$ cat src/rtl/icmpchk_pkg.sv
`timescale 1ns / 1ps

package icmpchk_pkg;

  localparam logic [15:0] MaxPacketBytes = 16'd1280;
  localparam logic [15:0] V4Hdr          = 16'd20;
  localparam logic [15:0] V6Hdr          = 16'd40;
  localparam logic [16:0] V4Strip        = 17'd28;  // IPv4 header + ICMP header
  localparam logic [16:0] V6Strip        = 17'd48;  // IPv6 header + ICMP header
  localparam logic [16:0] V6HdrWide      = 17'd40;
  localparam logic [7:0]  ProtoIcmp      = 8'd1;
  localparam logic [7:0]  NextIcmpv6     = 8'd58;
  localparam logic [15:0] SumGood        = 16'hFFFF;

  typedef enum logic {
    CfgIpv6Mode = 1'b0,
    CfgExpSeq   = 1'b1
  } cfg_idx_e;

  typedef enum logic [2:0] {
    StOk       = 3'd0,
    StShort    = 3'd1,
    StNotIcmp  = 3'd2,
    StChecksum = 3'd3,
    StSequence = 3'd4,
    StLength   = 3'd5
  } status_e;

  // One classified byte on its way from the front to the back.
  typedef struct packed {
    logic [7:0]  data;
    logic        last;
    logic        v6;
    logic [7:0]  exp_seq;
    logic        hi_store;   // even byte of a summed word
    logic        add_word;   // odd byte closes a word
    logic        add_low;    // IPv6 next header added as low byte
    logic        pad;        // odd length: pad last high byte
    logic        len_hi;
    logic        len_lo;
    logic        proto_chk;
    logic        proto_ok;
    logic        seq_cap;
    logic [15:0] len;        // byte count including this byte
  } entry_t;

  typedef struct packed {
    logic full;
    logic empty;
  } q_stat_t;

endpackage

$ cat src/rtl/icmpchk_front.sv
`timescale 1ns / 1ps

module icmpchk_front (
  input  logic                  clk_i,
  input  logic                  rst_ni,
  input  logic                  in_valid_i,
  output logic                  in_stall_o,
  input  logic [7:0]            data_byte_i,
  input  logic                  last_byte_i,
  input  logic                  cfg_we_i,
  input  logic                  cfg_idx_i,
  input  logic [7:0]            cfg_data_i,
  input  icmpchk_pkg::q_stat_t  q_stat_i,
  output logic                  push_o,
  output icmpchk_pkg::entry_t   entry_o
);

  logic        v6_q;
  logic [7:0]  exp_seq_q;
  logic [15:0] count_q, count_d;
  logic [15:0] idx, len, len_m1, hdr;
  logic        counted;
  logic        region_idx, region_end;

  always_ff @(posedge clk_i or negedge rst_ni) begin
    if (!rst_ni) begin
      v6_q      <= 1'b0;
      exp_seq_q <= 8'd0;
    end else if (cfg_we_i) begin
      case (cfg_idx_i)
        icmpchk_pkg::CfgIpv6Mode: v6_q      <= cfg_data_i[0];
        icmpchk_pkg::CfgExpSeq:   exp_seq_q <= cfg_data_i;
        default: ;
      endcase
    end
  end

  assign in_stall_o = q_stat_i.full;
  assign push_o     = in_valid_i && !q_stat_i.full;

  assign idx     = count_q;
  assign counted = count_q < icmpchk_pkg::MaxPacketBytes;
  assign len     = counted ? count_q + 16'd1 : count_q;
  assign len_m1  = len - 16'd1;
  assign hdr     = v6_q ? icmpchk_pkg::V6Hdr : icmpchk_pkg::V4Hdr;

  always_comb begin
    if (v6_q) begin
      region_idx = (idx == 16'd4) || (idx == 16'd5) || (idx >= 16'd8);
      region_end = (len_m1 == 16'd4) || (len_m1 == 16'd5) || (len_m1 >= 16'd8);
    end else begin
      region_idx = idx >= icmpchk_pkg::V4Hdr;
      region_end = len_m1 >= icmpchk_pkg::V4Hdr;
    end
  end

  always_comb begin
    entry_o.data      = data_byte_i;
    entry_o.last      = last_byte_i;
    entry_o.v6        = v6_q;
    entry_o.exp_seq   = exp_seq_q;
    entry_o.hi_store  = counted && region_idx && !idx[0];
    entry_o.add_word  = counted && region_idx && idx[0];
    entry_o.add_low   = counted && v6_q && (idx == 16'd6);
    entry_o.pad       = last_byte_i && len[0] && region_end;
    entry_o.len_hi    = counted && (idx == (v6_q ? 16'd4 : 16'd2));
    entry_o.len_lo    = counted && (idx == (v6_q ? 16'd5 : 16'd3));
    entry_o.proto_chk = counted && (v6_q ? (idx == 16'd6) : (idx == 16'd9));
    entry_o.proto_ok  = v6_q ? (data_byte_i == icmpchk_pkg::NextIcmpv6)
                             : (data_byte_i == icmpchk_pkg::ProtoIcmp);
    entry_o.seq_cap   = counted && (idx == hdr + 16'd7);
    entry_o.len       = len;
  end

  always_comb begin
    count_d = count_q;
    if (push_o) begin
      count_d = last_byte_i ? 16'd0 : len;
    end
  end

  always_ff @(posedge clk_i or negedge rst_ni) begin
    if (!rst_ni) begin
      count_q <= 16'd0;
    end else begin
      count_q <= count_d;
    end
  end

endmodule

$ cat src/rtl/icmpchk_queue.sv
`timescale 1ns / 1ps

module icmpchk_queue (
  input  logic                  clk_i,
  input  logic                  rst_ni,
  input  logic                  push_i,
  input  icmpchk_pkg::entry_t   entry_i,
  input  logic                  pop_i,
  output icmpchk_pkg::entry_t   head_o,
  output icmpchk_pkg::q_stat_t  q_stat_o
);

  icmpchk_pkg::entry_t mem_q [2];
  logic       wr_ptr_q, rd_ptr_q;
  logic [1:0] cnt_q, cnt_d;

  always_ff @(posedge clk_i) begin
    if (push_i) begin
      mem_q[wr_ptr_q] <= entry_i;
    end
  end

  always_comb begin
    cnt_d = cnt_q;
    case ({push_i, pop_i})
      2'b10:   cnt_d = cnt_q + 2'd1;
      2'b01:   cnt_d = cnt_q - 2'd1;
      default: cnt_d = cnt_q;
    endcase
  end

  always_ff @(posedge clk_i or negedge rst_ni) begin
    if (!rst_ni) begin
      wr_ptr_q <= 1'b0;
      rd_ptr_q <= 1'b0;
      cnt_q    <= 2'd0;
    end else begin
      if (push_i) wr_ptr_q <= ~wr_ptr_q;
      if (pop_i)  rd_ptr_q <= ~rd_ptr_q;
      cnt_q <= cnt_d;
    end
  end

  assign head_o         = mem_q[rd_ptr_q];
  assign q_stat_o.full  = cnt_q == 2'd2;
  assign q_stat_o.empty = cnt_q == 2'd0;

endmodule

$ cat src/rtl/icmpchk_back.sv
`timescale 1ns / 1ps

module icmpchk_back (
  input  logic                  clk_i,
  input  logic                  rst_ni,
  input  icmpchk_pkg::entry_t   head_i,
  input  icmpchk_pkg::q_stat_t  q_stat_i,
  output logic                  pop_o,
  output logic                  out_valid_o,
  input  logic                  out_stall_i,
  output logic [2:0]            status_o,
  output logic signed [16:0]    echo_data_length_o
);

  logic [7:0]  pend_q, pend_d, pend_u;
  logic [15:0] sum_q, sum_d, sum_u;
  logic [15:0] hlf_q, hlf_d, hlf_u;
  logic        proto_q, proto_d, proto_u;
  logic [7:0]  seq_q, seq_d, seq_u;

  logic                  out_valid_q, out_valid_d;
  icmpchk_pkg::status_e  status_q, status_d, status_n;
  logic [16:0]           dlen_q, dlen_d, dlen_n;

  logic [15:0] operand;
  logic [16:0] raw_sum;
  logic [15:0] folded;
  logic        do_add, fin;
  logic [15:0] hdr;
  logic [16:0] pllen;

  // Non-final words never wait on the output side.
  assign pop_o = !q_stat_i.empty && (!head_i.last || !out_valid_q || !out_stall_i);
  assign fin   = pop_o && head_i.last;

  always_comb begin
    operand = 16'd0;
    if (head_i.add_word) begin
      operand = {pend_q, head_i.data};
    end else if (head_i.add_low) begin
      operand = {8'd0, head_i.data};
    end else if (head_i.pad) begin
      operand = {(head_i.hi_store ? head_i.data : pend_q), 8'd0};
    end
  end

  assign do_add  = head_i.add_word || head_i.add_low || head_i.pad;
  assign raw_sum = {1'b0, sum_q} + {1'b0, operand};
  // End-around carry
  assign folded  = raw_sum[16] ? raw_sum[15:0] + 16'd1 : raw_sum[15:0];

  always_comb begin
    pend_u  = pend_q;
    sum_u   = sum_q;
    hlf_u   = hlf_q;
    proto_u = proto_q;
    seq_u   = seq_q;
    if (pop_o) begin
      if (head_i.hi_store)  pend_u        = head_i.data;
      if (do_add)           sum_u         = folded;
      if (head_i.len_hi)    hlf_u[15:8]   = head_i.data;
      if (head_i.len_lo)    hlf_u[7:0]    = head_i.data;
      if (head_i.proto_chk) proto_u       = head_i.proto_ok;
      if (head_i.seq_cap)   seq_u         = head_i.data;
    end
  end

  assign hdr   = head_i.v6 ? icmpchk_pkg::V6Hdr : icmpchk_pkg::V4Hdr;
  assign pllen = {1'b0, hlf_u} + (head_i.v6 ? icmpchk_pkg::V6HdrWide : 17'd0);

  always_comb begin
    dlen_n = 17'd0;
    if (head_i.len < hdr) begin
      status_n = icmpchk_pkg::StShort;
    end else if (!proto_u) begin
      status_n = icmpchk_pkg::StNotIcmp;
    end else if (sum_u != icmpchk_pkg::SumGood) begin
      status_n = icmpchk_pkg::StChecksum;
    end else if (seq_u != head_i.exp_seq) begin
      status_n = icmpchk_pkg::StSequence;
    end else if (pllen != {1'b0, head_i.len}) begin
      status_n = icmpchk_pkg::StLength;
    end else begin
      status_n = icmpchk_pkg::StOk;
      dlen_n   = pllen - (head_i.v6 ? icmpchk_pkg::V6Strip : icmpchk_pkg::V4Strip);
    end
  end

  always_comb begin
    pend_d  = fin ? 8'd0  : pend_u;
    sum_d   = fin ? 16'd0 : sum_u;
    hlf_d   = fin ? 16'd0 : hlf_u;
    proto_d = fin ? 1'b0  : proto_u;
    seq_d   = fin ? 8'd0  : seq_u;
  end

  always_comb begin
    out_valid_d = out_valid_q && out_stall_i;
    status_d    = status_q;
    dlen_d      = dlen_q;
    if (fin) begin
      out_valid_d = 1'b1;
      status_d    = status_n;
      dlen_d      = dlen_n;
    end
  end

  always_ff @(posedge clk_i or negedge rst_ni) begin
    if (!rst_ni) begin
      pend_q      <= 8'd0;
      sum_q       <= 16'd0;
      hlf_q       <= 16'd0;
      proto_q     <= 1'b0;
      seq_q       <= 8'd0;
      out_valid_q <= 1'b0;
    end else begin
      pend_q      <= pend_d;
      sum_q       <= sum_d;
      hlf_q       <= hlf_d;
      proto_q     <= proto_d;
      seq_q       <= seq_d;
      out_valid_q <= out_valid_d;
    end
  end

  always_ff @(posedge clk_i) begin
    status_q <= status_d;
    dlen_q   <= dlen_d;
  end

  assign out_valid_o        = out_valid_q;
  assign status_o           = status_q;
  assign echo_data_length_o = dlen_q;

endmodule

$ cat src/rtl/icmp_echo_reply_checker_unit.sv
`timescale 1ns / 1ps

// Checks a received raw IPv4 or IPv6 packet that arrives one byte per word and,
// on the word carrying the final byte, returns one status (ok, too short, not
// ICMP, checksum, sequence, length) plus the echo data length. Sustained rate
// is one byte per clock unless the output stalls: each byte costs the back end
// at most one 16-bit add with end-around carry. Bytes pass through the two-word
// queue to the back end, and the result is registered as the final byte is
// popped. The input stalls only when the queue is full, which happens when a
// finished result sits unclaimed on the output and another final byte waits.
// Packets longer than 1280 bytes are counted as 1280 bytes; bytes past that
// are ignored. Config writes land immediately and affect bytes accepted after.
module icmp_echo_reply_checker_unit (
  input  logic               clk_i,
  input  logic               rst_ni,
  input  logic               in_valid_i,
  output logic               in_stall_o,
  input  logic [7:0]         data_byte_i,
  input  logic               last_byte_i,
  output logic               out_valid_o,
  input  logic               out_stall_i,
  output logic [2:0]         status_o,
  output logic signed [16:0] echo_data_length_o,
  input  logic               cfg_we_i,
  input  logic               cfg_idx_i,
  input  logic [7:0]         cfg_data_i
);

  logic                 push, pop;
  icmpchk_pkg::entry_t  entry, head;
  icmpchk_pkg::q_stat_t q_stat;

  icmpchk_front u_front (
    .clk_i       (clk_i),
    .rst_ni      (rst_ni),
    .in_valid_i  (in_valid_i),
    .in_stall_o  (in_stall_o),
    .data_byte_i (data_byte_i),
    .last_byte_i (last_byte_i),
    .cfg_we_i    (cfg_we_i),
    .cfg_idx_i   (cfg_idx_i),
    .cfg_data_i  (cfg_data_i),
    .q_stat_i    (q_stat),
    .push_o      (push),
    .entry_o     (entry)
  );

  icmpchk_queue u_queue (
    .clk_i    (clk_i),
    .rst_ni   (rst_ni),
    .push_i   (push),
    .entry_i  (entry),
    .pop_i    (pop),
    .head_o   (head),
    .q_stat_o (q_stat)
  );

  icmpchk_back u_back (
    .clk_i              (clk_i),
    .rst_ni             (rst_ni),
    .head_i             (head),
    .q_stat_i           (q_stat),
    .pop_o              (pop),
    .out_valid_o        (out_valid_o),
    .out_stall_i        (out_stall_i),
    .status_o           (status_o),
    .echo_data_length_o (echo_data_length_o)
  );

  a_len_zero_unless_ok: assert property (@(posedge clk_i) disable iff (!rst_ni)
    out_valid_o && (status_o != icmpchk_pkg::StOk) |-> echo_data_length_o == 17'sd0)
    else $error("echo length nonzero on failing status");

  a_status_range: assert property (@(posedge clk_i) disable iff (!rst_ni)
    out_valid_o |-> status_o <= icmpchk_pkg::StLength)
    else $error("status code out of range");

  a_result_from_final: assert property (@(posedge clk_i) disable iff (!rst_ni)
    $rose(out_valid_o) |-> $past(pop && head.last))
    else $error("result without a final byte");

  a_no_pop_empty: assert property (@(posedge clk_i) disable iff (!rst_ni)
    q_stat.empty |-> !pop)
    else $error("pop from empty queue");

  a_push_clears_stall: assert property (@(posedge clk_i) disable iff (!rst_ni)
    push |-> !q_stat.full)
    else $error("push into full queue");

endmodule

$ cat config.mk
export PLATFORM = sky130hd
export DESIGN_NAME = icmp_echo_reply_checker_unit
export DESIGN_NICKNAME = d
export VERILOG_FILES = /design/src/rtl/icmpchk_pkg.sv /design/src/rtl/icmpchk_front.sv /design/src/rtl/icmpchk_queue.sv /design/src/rtl/icmpchk_back.sv /design/src/rtl/icmp_echo_reply_checker_unit.sv
export SDC_FILE = /design/constraint.sdc
export NUM_CORES = 1
export LEC_CHECK = 0
export BUFFER_PORTS_ARGS = -buffer_cell sky130_fd_sc_hd__buf_2
export CAP_MARGIN = 20
export CORE_MARGIN = 4
export CORE_UTILIZATION = 63
export DETAILED_ROUTE_END_ITERATION = 10
export PLACE_DENSITY = 0.78
export SYNTH_ARGS = -nofsm -noshare
export SYNTH_HDL_FRONTEND = slang
export SYNTH_SLANG_ARGS = --single-unit
export TNS_END_PERCENT = 5
$ cat constraint.sdc
create_clock -name clk_i -period 8.2 [get_ports clk_i]
set_clock_uncertainty 0.1 [all_clocks]
set_input_delay 0.41 -clock clk_i [delete_from_list [all_inputs] [get_ports clk_i]]
set_output_delay 0.41 -clock clk_i [all_outputs]
set_load 0.05 [all_outputs]
# Word level (Yosys, flattened, before mapping)
# Memory sizes are Yosys's and may differ from the RTL's.
# Index checks and enable logic that the tools add are counted.
dict set report classes {
  addsub 9
  mux 40
  bitwise_logic 4
  n_eq_ne 17
  n_reduce_logical 36
  order_cmp 6
}
# operator n
set op_table {}
lappend op_table {{16-bit 2-to-1 mux} 11}
lappend op_table {{16-bit by 3-bit equality test with 1-bit output (second input constant)} 5}
lappend op_table {{8-bit 2-to-1 mux} 8}
lappend op_table {{16-bit equality test} 3}
lappend op_table {{16-bit by 1-bit adder with 16-bit output (second input constant)} 2}
lappend op_table {{16-bit by 4-bit >= comparator with 1-bit output (second input constant)} 2}
lappend op_table {{16-bit by 5-bit >= comparator with 1-bit output (second input constant)} 2}
lappend op_table {{6-bit 2-to-1 mux} 4}
lappend op_table {{16-bit by 16-bit adder with 17-bit output} 1}
lappend op_table {{16-bit by 17-bit adder with 17-bit output} 1}
lappend op_table {{17-bit by 16-bit != test with 1-bit output} 1}
lappend op_table {{17-bit subtractor} 1}
lappend op_table {{16-bit by 3-bit adder with 16-bit output (second input constant)} 1}
lappend op_table {{16-bit by 4-bit equality test with 1-bit output (second input constant)} 1}
lappend op_table {{16-bit by 11-bit < comparator with 1-bit output (second input constant)} 1}
lappend op_table {{16-bit < comparator} 1}
lappend op_table {{16-bit != test (second input constant)} 1}
lappend op_table {{16-bit by 1-bit subtractor with 16-bit output (second input constant)} 1}
lappend op_table {{1-bit logical AND} 15}
lappend op_table {{3-bit 2-to-1 mux} 4}
lappend op_table {{1-bit 2-to-1 mux} 10}
lappend op_table {{8-bit by 1-bit equality test with 1-bit output (second input constant)} 1}
lappend op_table {{8-bit by 6-bit equality test with 1-bit output (second input constant)} 1}
lappend op_table {{1-bit logical OR} 8}
lappend op_table {{14 further kinds} 26}
dict set report word_totals {
  output_inout_bits 22
  inputBits 23
  mem_bits_rw 86
  memories 1
  register_bits 99
  elab_cells 128
}
# name words word_bits read_ports rd_clocked_by_memory_dff wr line
set memory_table {}
lappend memory_table {u_queue.mem_q 2 43 1 0 1 icmpchk_queue.sv:13} ;# icmpchk_pkg::entry_t mem_q [2];

# Depth between registers and ports, before layout
# Gate-level depths: netlist of the first run.
# An unclocked memory read counts as a cell.
dict set report logic_depth {
  ltp_word 13
  ltp_mapped 25
  ltp_nobuf 20
}

# Cells and area by module
# Synthesis of the first run repeated with hierarchy kept, for this count alone.
dict set report unflattened {
  hier_cells 1039
  area_unflattened_um2 11330.9
}
# mod seq_area_each_um2 area_per_inst_um2 instances cells_each
set modules_own_cells {}
lappend modules_own_cells {icmpchk_back 1851.8 5999.5 1 675}
lappend modules_own_cells {icmpchk_queue 2682.6 3488.3 1 150}
lappend modules_own_cells {icmpchk_front 625.6 1843.0 1 214}

# Worst setup path after synthesis of the first run
# Ideal clock, no wire load.
dict set report synth_path {
  kind {reg2reg}
  from {register u_queue.rd_ptr_q}
  to {register u_back.dlen_q[10], in the netlist u_back.echo_data_length_o[10] (data pin)}
  arrival_ns 5.573
  setup_time_ns 0.153
  path_buffers 8
  required_ns 7.947
  path_stages_with_launch 24
  slack_ns 2.373
  period_less_slack_ns 5.827
  path_cell_list {dfrtp_1 > buf_2 > buf_2 > buf_2 > buf_4 > buf_2 > clkbuf_1 > a211oi_1 > a21oi_1 > nand2_1 > o21ai_0 > ha_1 > a21oi_1 > o211ai_1 > a221oi_1 > xnor2_1 > o2111ai_1 > o31a_1 > o31a_1 > a2111o_1 > a211o_1 > buf_6 > buf_8 > nor3_2}
}
dict set report synth_between {
  elab_chain_cells 12
  word_cells_on_any_way 34
  classes_between {add/sub (4); order compare (1); eq/ne (3); mux (17); bitwise (1); reduce/logical (7); memory (1)}
}
# item line
set synth_lines {}
lappend synth_lines {{start, declared} icmpchk_queue.sv:14} ;# logic wr_ptr_q, rd_ptr_q;
lappend synth_lines {{start signal, assigned} icmpchk_queue.sv:39} ;# if (pop_i) rd_ptr_q <= ~rd_ptr_q;
lappend synth_lines {{memory read 2 x 43 bit *} --}
lappend synth_lines {{8-bit 2-to-1 mux} icmpchk_back.sv:43} ;# operand = {(head_i.hi_store ? head_i.data : pend_q), 8'd0};
lappend synth_lines {{16-bit 2-to-1 mux} icmpchk_back.sv:42} ;# end else if (head_i.pad) begin
lappend synth_lines {{16-bit 2-to-1 mux} icmpchk_back.sv:40} ;# end else if (head_i.add_low) begin
lappend synth_lines {{16-bit 2-to-1 mux} icmpchk_back.sv:38} ;# if (head_i.add_word) begin
lappend synth_lines {{16-bit by 16-bit adder with 17-bit output} icmpchk_back.sv:48} ;# assign raw_sum = {1'b0, sum_q} + {1'b0, operand};
lappend synth_lines {{16-bit by 1-bit adder with 16-bit output} icmpchk_back.sv:50} ;# assign folded = raw_sum[16] ? raw_sum[15:0] + 16'd1 : raw_sum[15:0];
lappend synth_lines {{16-bit 2-to-1 mux} icmpchk_back.sv:50}
lappend synth_lines {{16-bit 2-to-1 mux} icmpchk_back.sv:60} ;# if (do_add) sum_u = folded;
lappend synth_lines {{16-bit 2-to-1 mux} icmpchk_back.sv:58} ;# if (pop_o) begin
lappend synth_lines {{16-bit != test} icmpchk_back.sv:77} ;# end else if (sum_u != icmpchk_pkg::SumGood) begin
lappend synth_lines {{5-bit OR reduction (no source line)} --}
lappend synth_lines {{end signal, assigned} icmpchk_back.sv:128} ;# dlen_q <= dlen_d;
lappend synth_lines {{end, declared} icmpchk_back.sv:23} ;# logic [16:0] dlen_q, dlen_d, dlen_n;
# Mark *: on every way between the ends. The rest lies on a longest branch, timed or not.
# A chain may end at the register's enable or synchronous reset.

# Worst setup path in the final report of the first run
dict set report layout_path {
  from {register u_queue.rd_ptr_q}
  to {register u_back.dlen_q[11], in the netlist u_back.echo_data_length_o[11] (data pin)}
}
# The elaborated chain is that of the path after synthesis.

==> results of run 1 <==
state kept, by name, summed over array words and instances, names as in the netlist, 2 cells and up:
signal and flops:
u_back.sum_q 16, u_back.hlf_q 16, u_queue.mem_q 86, u_back.seq_q 8, u_back.pend_q 8, u_back.echo_data_length_o 17, u_back.status_o 3, u_front.exp_seq_q 8
u_queue.cnt_q 2, u_front.count_q 16
per-layer routing:
| metal | up-vias | GRT usage |
|---|---|---|
| met5 | - | 0 |
| met4 | 0 | 0.102 |
| met3 | 65 | 0.0463 |
| met2 | 296 | 0.402 |
| met1 | 3761 | 0.369 |
| li1 | 3790 | - |
stage by stage:
step / hold slack, ns / area [sq um]
3_3_place_gp: 0.250 / 11000
3_5_place_dp: 0.253 / 11000
6_report: 0.0834 / 11700
5_1_grt: 0.0736 / 11700
4_1_cts: 0.0726 / 11700
2_1_floorplan: 0.0144 / 10700
kinds of logic (layout without fill, tap and decap cells):
| family | Yosys count | count (layout) | share of synthesized area |
|---|---|---|---|
| buf+inv | 77 | 119 | 0.0317 |
| fa+ha+maj | 33 | 33 | 0.0394 |
| flops | 185 | 185 | 0.483 |
| compound gates | 204 | 204 | 0.121 |
| mux | 81 | 81 | 0.0798 |
| xor+xnor | 91 | 91 | 0.0761 |
| simple gates | 351 | 351 | 0.168 |
worst max-delay path, stage by stage, from the launching register on:
cell	delay (ns)
dfrtp_2	0.78
buf_4	0.59
mux2_2	0.41
o211ai_2	0.30
mux2_2	0.46
ha_1	0.20
ha_1	0.21
nor2b_1	0.16
o21ai_0	0.16
mux2i_1	0.17
xnor2_1	0.57
xor2_1	0.20
o2111ai_1	0.11
nor4_1	0.43
nor3b_2	0.83
nand2_1	0.17
nor3_2	0.19
Yosys cell counts, types with 7 or more instances:
master	n
nand3_1	18
nor3_1	23
dfrtp_1	79
or3_1	11
nand2_1	96
nor2b_1	9
o211ai_1	8
a211oi_1	12
nand4_1	14
o22ai_1	7
buf_2	12
mux2_2	30
a21oi_1	47
xnor2_1	58
nor2_1	91
edfxtp_1	106
nor3_2	10
inv_1	34
nand2b_1	8
and3_1	17
xor2_1	32
nor4_1	16
o21ai_0	67
and2_1	8
mux2i_1	50
clkbuf_1	23
ha_1	32
report_power, final:
group          switching [W]  internal [W]  total, W
combinational        0.00182       0.00100   0.00282
sequential          0.000164       0.00130   0.00147
clock               0.000397      0.000439  0.000836
layout make-up:
class / count / area [sq um] / share of cell area
multi-input combinational: 760 / 5190 / 0.445
sequential: 185 / 5160 / 0.443
clock inverter: 14 / 183 / 0.0157
inverter: 34 / 128 / 0.0109
tap: 220 / 275 / 0.0236
timing repair buffer: 53 / 293 / 0.0251
clock buffer: 18 / 429 / 0.0368
repair_timing:
item / in CTS / in global routing
endpoints found under the hold margin: 27 / 0
hold buffers: 1 / 0
gates resized for setup: 0 / 0
how the worst max path moves through the flow:
stage | endpoint | slack (ns) | cells past startpoint
final | u_back.echo_data_length_o[11] | 1.93 | 16
after global routing | u_back.echo_data_length_o[11] | 1.43 | 16
after CTS | u_back.echo_data_length_o[11] | 1.99 | 16
after detailed placement | u_back.echo_data_length_o[1] | 2.07 | 15
after global placement | u_back.echo_data_length_o[3] | 2.24 | 15
after floorplan | u_back.echo_data_length_o[10] | 2.37 | 23
==> flow_summary.json, run 1 <==
{
  "ys_seq_elements": 185,
  "max_freq_mhz": 159,
  "final_nets": 1107,
  "reg2regPathDepth": 16,
  "first_iter_violations": 889,
  "crit_fanout": 34,
  "ys.flop_type": "edfxtp_1",
  "period_needed_ns": 6.27,
  "die_h_microns": 138,
  "cts_buffers": 17,
  "fin_ws_ns": 1.93,
  "hpwl_microns": 17500,
  "drcViolationCount": 0,
  "syn2layout_area_growth_pct": 9.25,
  "grt_pass1_vias": 7638,
  "yosysTopAreaCell": "edfxtp_1",
  "finalHoldViolCount": 0,
  "preCtsSetupSlack_ns": 2.07,
  "grt_overflow": 0,
  "clk_latency_ns": 0.44,
  "drv_cap": 0,
  "antenna_found_initial": 0,
  "nFillCells": 1239,
  "peakVddDrop_mv": 0.444,
  "max-clock-path-buffers": 2,
  "synth_top_area_frac": 0.298,
  "m1WireLength_microns": 10800,
  "cts-root-buf": "clkbuf_16",
  "die-area_sq_um": 19100,
  "fp-row-count": 47,
  "post-route-util": 0.703,
  "final_cell_mix": "106 x edfxtp_1, 96 x nand2_1, 89 x nor2_1",
  "slew_violations": 0,
  "via_per_inst": 6.16,
  "power_leakage_nw": 4.62,
  "synth_seq_area_share": 0.483,
  "via_count": 7912,
  "place_congestion": 0.945,
  "period_share": 0.765,
  "fin_cells": 1284,
  "yosysWarnings": 0,
  "grt_max_degree": 53,
  "r2r_start": "u_queue.rd_ptr_q",
  "worstPathRequired_ns": 8.35,
  "core-area_sq_um": 16600,
  "antennaDiodeCount": 0,
  "status": "complete, no violations",
  "p_per_area_nw_per_um2": 439,
  "setup_viol": 0,
  "final_layout_size_suffix_gt1_frac": 0.137,
  "io_pins": 45,
  "finalSetupTns_ns": 0,
  "hold_path.class": "primary input to flop",
  "slew_headroom": 0.301,
  "syn_nets": 1078,
  "crit_path_start": "u_queue.rd_ptr_q",
  "worstPathArrival_ns": 6.43,
  "final_common_cell": "edfxtp_1",
  "antenna_left": 0,
  "async_reset_ff_frac": 0.427,
  "numClockSinks": 185,
  "grt_pass1_wl_microns": 39900,
  "dp.cells": 1251,
  "clk_pin_slew_ns": 0.08,
  "die_w_microns": 138,
  "holdPathStages": 1,
  "synth.avg_cell_area_sq_um": 10.4,
  "min_to": "u_queue.mem_q[0][42]",
  "end_kind": "flop",
  "netlist_area_sq_um": 10700,
  "worstMarginPinSlew_ns": 1.05,
  "cts_tree": "yes",
  "wl_met2_microns": 11200,
  "synth.area.top_cells": "edfxtp_1 30%, dfrtp_1 19%, xnor2_1 4.8%",
  "worstSetupPathType": "flop to flop",
  "highest_layer": "met4",
  "start_util": 0.644,
  "hp-start": "data_byte_i[7]",
  "synth_edf_count": 106,
  "regToRegSetupSlack_ns": 1.93,
  "grt_setup_unrepaired": "false",
  "routed-wl-met3_microns": 1640,
  "track_usage": 0.260,
  "cp-start-kind": "flop",
  "wl_microns": 24400,
  "synth_cell_type_count": 71,
  "cts_setup_buffers": 0,
  "io_buffers": 44,
  "r2r_end": "u_back.echo_data_length_o[11]",
  "total_power_w": 0.00512,
  "netlist_instances": 1022,
  "cts_htree_levels": 4,
  "wl_per_cell_microns": 19.0,
  "drt_pass1_iterations": 5
}
No activity file was read; power rests on OpenSTA's default activity.
==> run 2, diff against run 1 <==
Clock period 8.2 ns to 5.9 ns, I/O delays scaled along.
==> flow_summary.json, run 2 (synthesis gave the netlist of run 1 again) <==
{
  "status": "complete, no violations",
  "antennaDiodeCount": 0,
  "io_buffers": 44,
  "numClockSinks": 185,
  "fp-row-count": 47,
  "finalSetupTns_ns": 0,
  "drcViolationCount": 0,
  "largest_register_ffs": 86,
  "cts_setup_buffers": 0,
  "peakVddDrop_mv": 0.541,
  "setup_viol": 0,
  "first_iter_violations": 667,
  "preCtsSetupSlack_ns": 0.124,
  "grt_pass1_vias": 7661,
  "cp-start-kind": "flop",
  "worstPathArrival_ns": 5.73,
  "grt_setup_unrepaired": "false",
  "via_count": 8049,
  "end_kind": "flop",
  "cts_htree_levels": 4,
  "grt_overflow": 0,
  "fin_ws_ns": 0.301,
  "p_per_area_nw_per_um2": 602,
  "hpwl_microns": 17500,
  "period_share": 0.949,
  "final_common_cell": "edfxtp_1",
  "worstPathRequired_ns": 6.03,
  "final_area_sq_um": 11900,
  "crit_family": "compound AO/OA/AOI/OAI gates",
  "place_area_sq_um": 11100,
  "regToRegSetupSlack_ns": 0.30,
  "max-clock-path-buffers": 2,
  "io_pins": 45,
  "slowest_delay_ns": 0.57,
  "slowest_stage": "or4_4",
  "antenna_left": 0,
  "wl_microns": 24800,
  "slew_violations": 0,
  "grt_pass1_wl_microns": 40300,
  "core-area_sq_um": 16600,
  "hold_path.class": "primary input to flop",
  "final_nets": 1130,
  "drv_cap": 0,
  "die_w_microns": 138,
  "clk_latency_ns": 0.43,
  "wl_per_cell_microns": 19.0,
  "slew_headroom": 0.309,
  "crit_buf_inv": 2,
  "final_layout_size_suffix_gt1_frac": 0.150,
  "period_needed_ns": 5.60,
  "crit_chain": "o31ai_1 > inv_1 > nor2_1 > a21oi_1 > a21oi_1 > buf_4 > nand2_1 > o21ai_0 > ha_1 > a21oi_1 > o21ai_0 > a211o_1 > or4_4 > o31a_1 > o31a_1 > a2111o_1 > a211o_2 > nor4b_2",
  "regMostFlops": "u_queue.mem_q",
  "power_leakage_nw": 4.74,
  "place_congestion": 0.941,
  "r2r_end": "u_back.echo_data_length_o[0]",
  "start_util": 0.644,
  "grt_max_degree": 80,
  "cts_tree": "yes",
  "syn2layout_area_growth_pct": 11.8,
  "track_usage": 0.260,
  "antenna_found_initial": 0,
  "holdPathStages": 2,
  "die_h_microns": 138,
  "via_per_inst": 6.16,
  "reg2regPathDepth": 18,
  "r2r_start": "u_queue.rd_ptr_q",
  "cts_buffers": 17,
  "cts-root-buf": "clkbuf_16",
  "worstSetupPathType": "flop to flop",
  "drt_pass1_iterations": 6,
  "clk_pin_slew_ns": 0.08,
  "worstMarginPinSlew_ns": 1.04,
  "min_to": "u_front.v6_q",
  "final_cell_mix": "106 x edfxtp_1, 96 x nand2_1, 89 x nor2_1",
  "finalHoldViolCount": 0,
  "die-area_sq_um": 19100,
  "hp-start": "cfg_data_i[0]",
  "crit_fanout": 19,
  "max_freq_mhz": 179,
  "critPathMostFrequentCell": "a21oi_1"
}
-- run 2: through the flow --
stage | total power [W] | cells | utilization | hold slack [ns]
after floorplan | 0.00501 | 1022 | - | -0.101
after global placement | 0.00584 | 1260 | 0.670 | 0.346
after detailed placement | 0.00592 | 1260 | 0.670 | 0.351
after CTS | 0.00712 | 1305 | 0.715 | 0.0000652
after global routing | 0.00766 | 1307 | 0.719 | 0.0138
final | 0.00719 | 1307 | 0.719 | 0.0229
-- run 2: metal layers --
layer,GRT usage,part of all wire
met2,0.411,0.48
met1,0.374,0.45
met4,0.0806,0.023
met5,0,0
met3,0.0404,0.053
-- run 2: final cells by class --
cell class	count	area, sq um
clock buffers	17	425
clock inverters	15	199
fillers	1242	4650
inverters	34	128
multi-input cells	760	5220
flip-flops and latches	185	5160
well taps	220	275
repair buffers	76	526
-- run 2: worst max path at each step --
stage | startpoint | slack [ns] | depth (start not counted) | to
2_1_floorplan | u_queue.rd_ptr_q | 0.07 | 23 | u_back.echo_data_length_o[10]
3_3_place_gp | u_queue.rd_ptr_q | 0.31 | 16 | u_back.status_o[1]
3_5_place_dp | u_queue.rd_ptr_q | 0.12 | 19 | u_back.echo_data_length_o[0]
4_1_cts | u_queue.rd_ptr_q | 0.08 | 19 | u_back.echo_data_length_o[0]
5_1_grt | u_queue.rd_ptr_q | 0.01 | 18 | u_back.echo_data_length_o[0]
6_report | u_queue.rd_ptr_q | 0.30 | 18 | u_back.echo_data_length_o[0]
-- run 2: power breakdown --
part	switching (W)	internal, W	leakage [nW]
clock network	0.000556	0.000616	0.300
logic	0.00256	0.00144	2.42
registers	0.000205	0.00181	2.01
-- run 2: timing repair --
item | 4_1_cts | 5_1_grt
hold buffers | 13 | 1
setup endpoints to repair | 0 | 20
hold endpoints to repair | 24 | 2
resized for setup | 0 | 8
==> run 3, diff against run 2 <==
Settings changed: CAP_MARGIN 20 to 5, SYNTH_HIERARCHICAL set to 1.
==> flow_summary.json, run 3 <==
{
  "crit_chain": "buf_4 > mux2_4 > nor2b_1 > ha_1 > inv_1 > fa_1 > inv_1 > ha_1 > inv_1 > nor3_1 > o211ai_1 > a21boi_4 > a31oi_1 > o31a_1 > a2111oi_2 > and4_1 > nand4_4 > nor2b_1",
  "via_count": 8145,
  "post-route-util": 0.705,
  "met2_usage": 0.414,
  "hold_path.class": "primary input to flop",
  "largest_register_ffs": 86,
  "numClockSinks": 185,
  "critPathMostFrequentCell": "inv_1",
  "grt_use_met3": 0.0454,
  "cts_setup_buffers": 0,
  "worstPathArrival_ns": 5.52,
  "grt_pass1_wl_microns": 40100,
  "async_reset_ff_frac": 0.427,
  "post-synth-top-count-cell": "edfxtp_1",
  "track_usage": 0.250,
  "hpwl_microns": 17600,
  "cts-root-buf": "clkbuf_16",
  "crit_fanout": 19,
  "io_buffers": 44,
  "clk_latency_ns": 0.43,
  "period_share": 0.929,
  "netlist_area_sq_um": 11300,
  "slowest_stage": "dfrtp_2",
  "drcViolationCount": 0,
  "max-clock-path-buffers": 2,
  "synth_top_area_frac": 0.281,
  "synth.area.top_cells": "edfxtp_1 28%, dfrtp_1 17%, mux2_4 5.3%",
  "worstMarginPinSlew_ns": 1.21,
  "synth_edf_count": 106,
  "grt_pass1_vias": 7622,
  "final_common_cell": "edfxtp_1",
  "yosysTopAreaCell": "edfxtp_1",
  "grt_overflow": 0,
  "regMostFlops": "u_queue/mem_q",
  "grt_busiest_layer": "met2",
  "synth_seq_area_share": 0.455,
  "total_power_w": 0.00752,
  "netlist_instances": 1039,
  "setup_viol": 0,
  "core-area_sq_um": 17500,
  "antenna_found_initial": 0,
  "start_util": 0.648,
  "via_per_inst": 6.25,
  "yosys-top-cells-count": "106 x edfxtp_1, 85 x nor2_1, 81 x nand2_1",
  "synth.avg_cell_area_sq_um": 10.9,
  "ys.flop_type": "edfxtp_1",
  "final_area_sq_um": 12300,
  "slowest_delay_ns": 0.54,
  "clk_pin_slew_ns": 0.08,
  "worstSetupPathType": "flop to flop",
  "finalHoldViolCount": 0,
  "antenna_left": 0,
  "die_w_microns": 142,
  "grt_setup_unrepaired": "false",
  "antennaDiodeCount": 0,
  "period_needed_ns": 5.48,
  "die-area_sq_um": 20200,
  "final_layout_size_suffix_gt1_frac": 0.191,
  "p_per_area_nw_per_um2": 610,
  "synth_cell_type_count": 94,
  "yosysWarnings": 6,
  "drt_pass1_iterations": 5,
  "slew_violations": 0,
  "cts_htree_levels": 4,
  "grt_max_degree": 57,
  "crit_buf_inv": 4,
  "slew_headroom": 0.192,
  "final_cell_mix": "106 x edfxtp_1, 83 x nor2_1, 81 x nand2_1",
  "power_leakage_nw": 4.92,
  "die_h_microns": 142,
  "io_pins": 45,
  "syn_nets": 1097,
  "status": "complete, no violations",
  "use_met1": 0.345,
  "peakVddDrop_mv": 0.314,
  "final_nets": 1124,
  "fp-row-count": 48,
  "max_freq_mhz": 182,
  "place_area_sq_um": 11500,
  "cts_buffers": 17,
  "wl_per_cell_microns": 19.1,
  "place_congestion": 0.960,
  "crit_family": "simple AND/OR/NAND/NOR gates",
  "worstPathRequired_ns": 5.94,
  "ys_seq_elements": 185,
  "drv_cap": 0,
  "wl_microns": 24900,
  "finalSetupTns_ns": 0,
  "cts_tree": "yes",
  "end_kind": "flop",
  "syn2layout_area_growth_pct": 8.71,
  "cp-start-kind": "flop",
  "first_iter_violations": 703
}
run 3: cell types whose count changed after synthesis, moves of 8 or more:
cell	previous run	this run
a22o_1	2	17
buf_4	2	13
clkbuf_1	23	31
mux2_2	30	15
mux2_4	0	40
mux2i_1	50	20
nand2_1	96	81
nor3b_1	0	8
o21ai_0	67	26
xnor2_1	58	49
run 3: worst paths after layout:
path	end	slack [ns]	cells past startpoint	start
max reg2reg	u_back/status_o[1]	0.42	18	u_queue/rd_ptr_q
max	u_back/status_o[1]	0.42	18	u_queue/rd_ptr_q
max in group asynchronous	u_queue/rd_ptr_q	4.42	3	rst_ni
min reg2reg	u_queue/mem_q[0][28]	0.37	0	u_front/exp_seq_q[3]
min in group asynchronous	u_front/exp_seq_q[3]	0.19	2	rst_ni
min	u_front/exp_seq_q[6]	0.03	2	cfg_data_i[6]
run 3: through the flow:
step / worst slack (ns) / cells / hold WS, ns
2_1_floorplan: 1.16 / 1039 / -0.101
3_3_place_gp: 0.667 / 1256 / 0.112
3_5_place_dp: 0.562 / 1256 / 0.112
4_1_cts: 0.435 / 1304 / 0.0106
5_1_grt: 0.0531 / 1304 / 0.0232
6_report: 0.419 / 1304 / 0.0332
run 3: report_power, final:
group / total (W) / leakage (nW) / switching (W) / internal (W)
combinational: 0.00432 / 2.61 / 0.00266 / 0.00166
sequential: 0.00204 / 2.02 / 0.000231 / 0.00181
clock: 0.00115 / 0.296 / 0.000572 / 0.000582
total: 0.00752 / 4.92 / 0.00346 / 0.00405
run 3: area by class of cell:
cell class | instances | area (sq um)
inverters | 29 | 111
well taps | 225 | 282
fillers | 1251 | 5160
clock inverters | 14 | 188
multi-input cells | 761 | 5670
flip-flops and latches | 185 | 5160
clock buffers | 18 | 429
repair buffers | 72 | 473
run 3: worst register-to-register path: stages (launching register included):
cell and delay (ns):
dfrtp_2 0.54, buf_4 0.30, mux2_4 0.38, nor2b_1 0.16, ha_1 0.21, inv_1 0.08, fa_1 0.45, inv_1 0.10
ha_1 0.24, inv_1 0.07, nor3_1 0.34, o211ai_1 0.23, a21boi_4 0.31, a31oi_1 0.13, o31a_1 0.30, a2111oi_2 0.27
and4_1 0.34, nand4_4 0.37, nor2b_1 0.27
run 3: kinds of logic (layout without fill, tap and decap cells):
| group | count (synthesis) | count (layout) | share of synthesized area |
|---|---|---|---|
| AOI/OAI and AO/OA | 206 | 206 | 0.130 |
| muxes | 75 | 75 | 0.0856 |
| adders and majority gates | 35 | 35 | 0.0393 |
| DFF | 185 | 185 | 0.455 |
| and+or+nand+nor | 365 | 365 | 0.181 |
| xor gates and xnor gates | 80 | 80 | 0.0631 |
| buffers and inverters | 93 | 133 | 0.0458 |
run 3: layer usage:
metal	vias to the layer above	share of wire
met2	287	0.49
met5	-	0
met1	3934	0.44
met3	35	0.064
li1	3889	-
met4	0	0.015
run 3: what timing repair did:
| action | 4_1_cts | 5_1_grt |
|---|---|---|
| gates resized for setup | 0 | 1 |
| endpoints found under the setup margin | 0 | 6 |
| hold buffers | 16 | 0 |
| endpoints found under the hold margin | 47 | 0 |
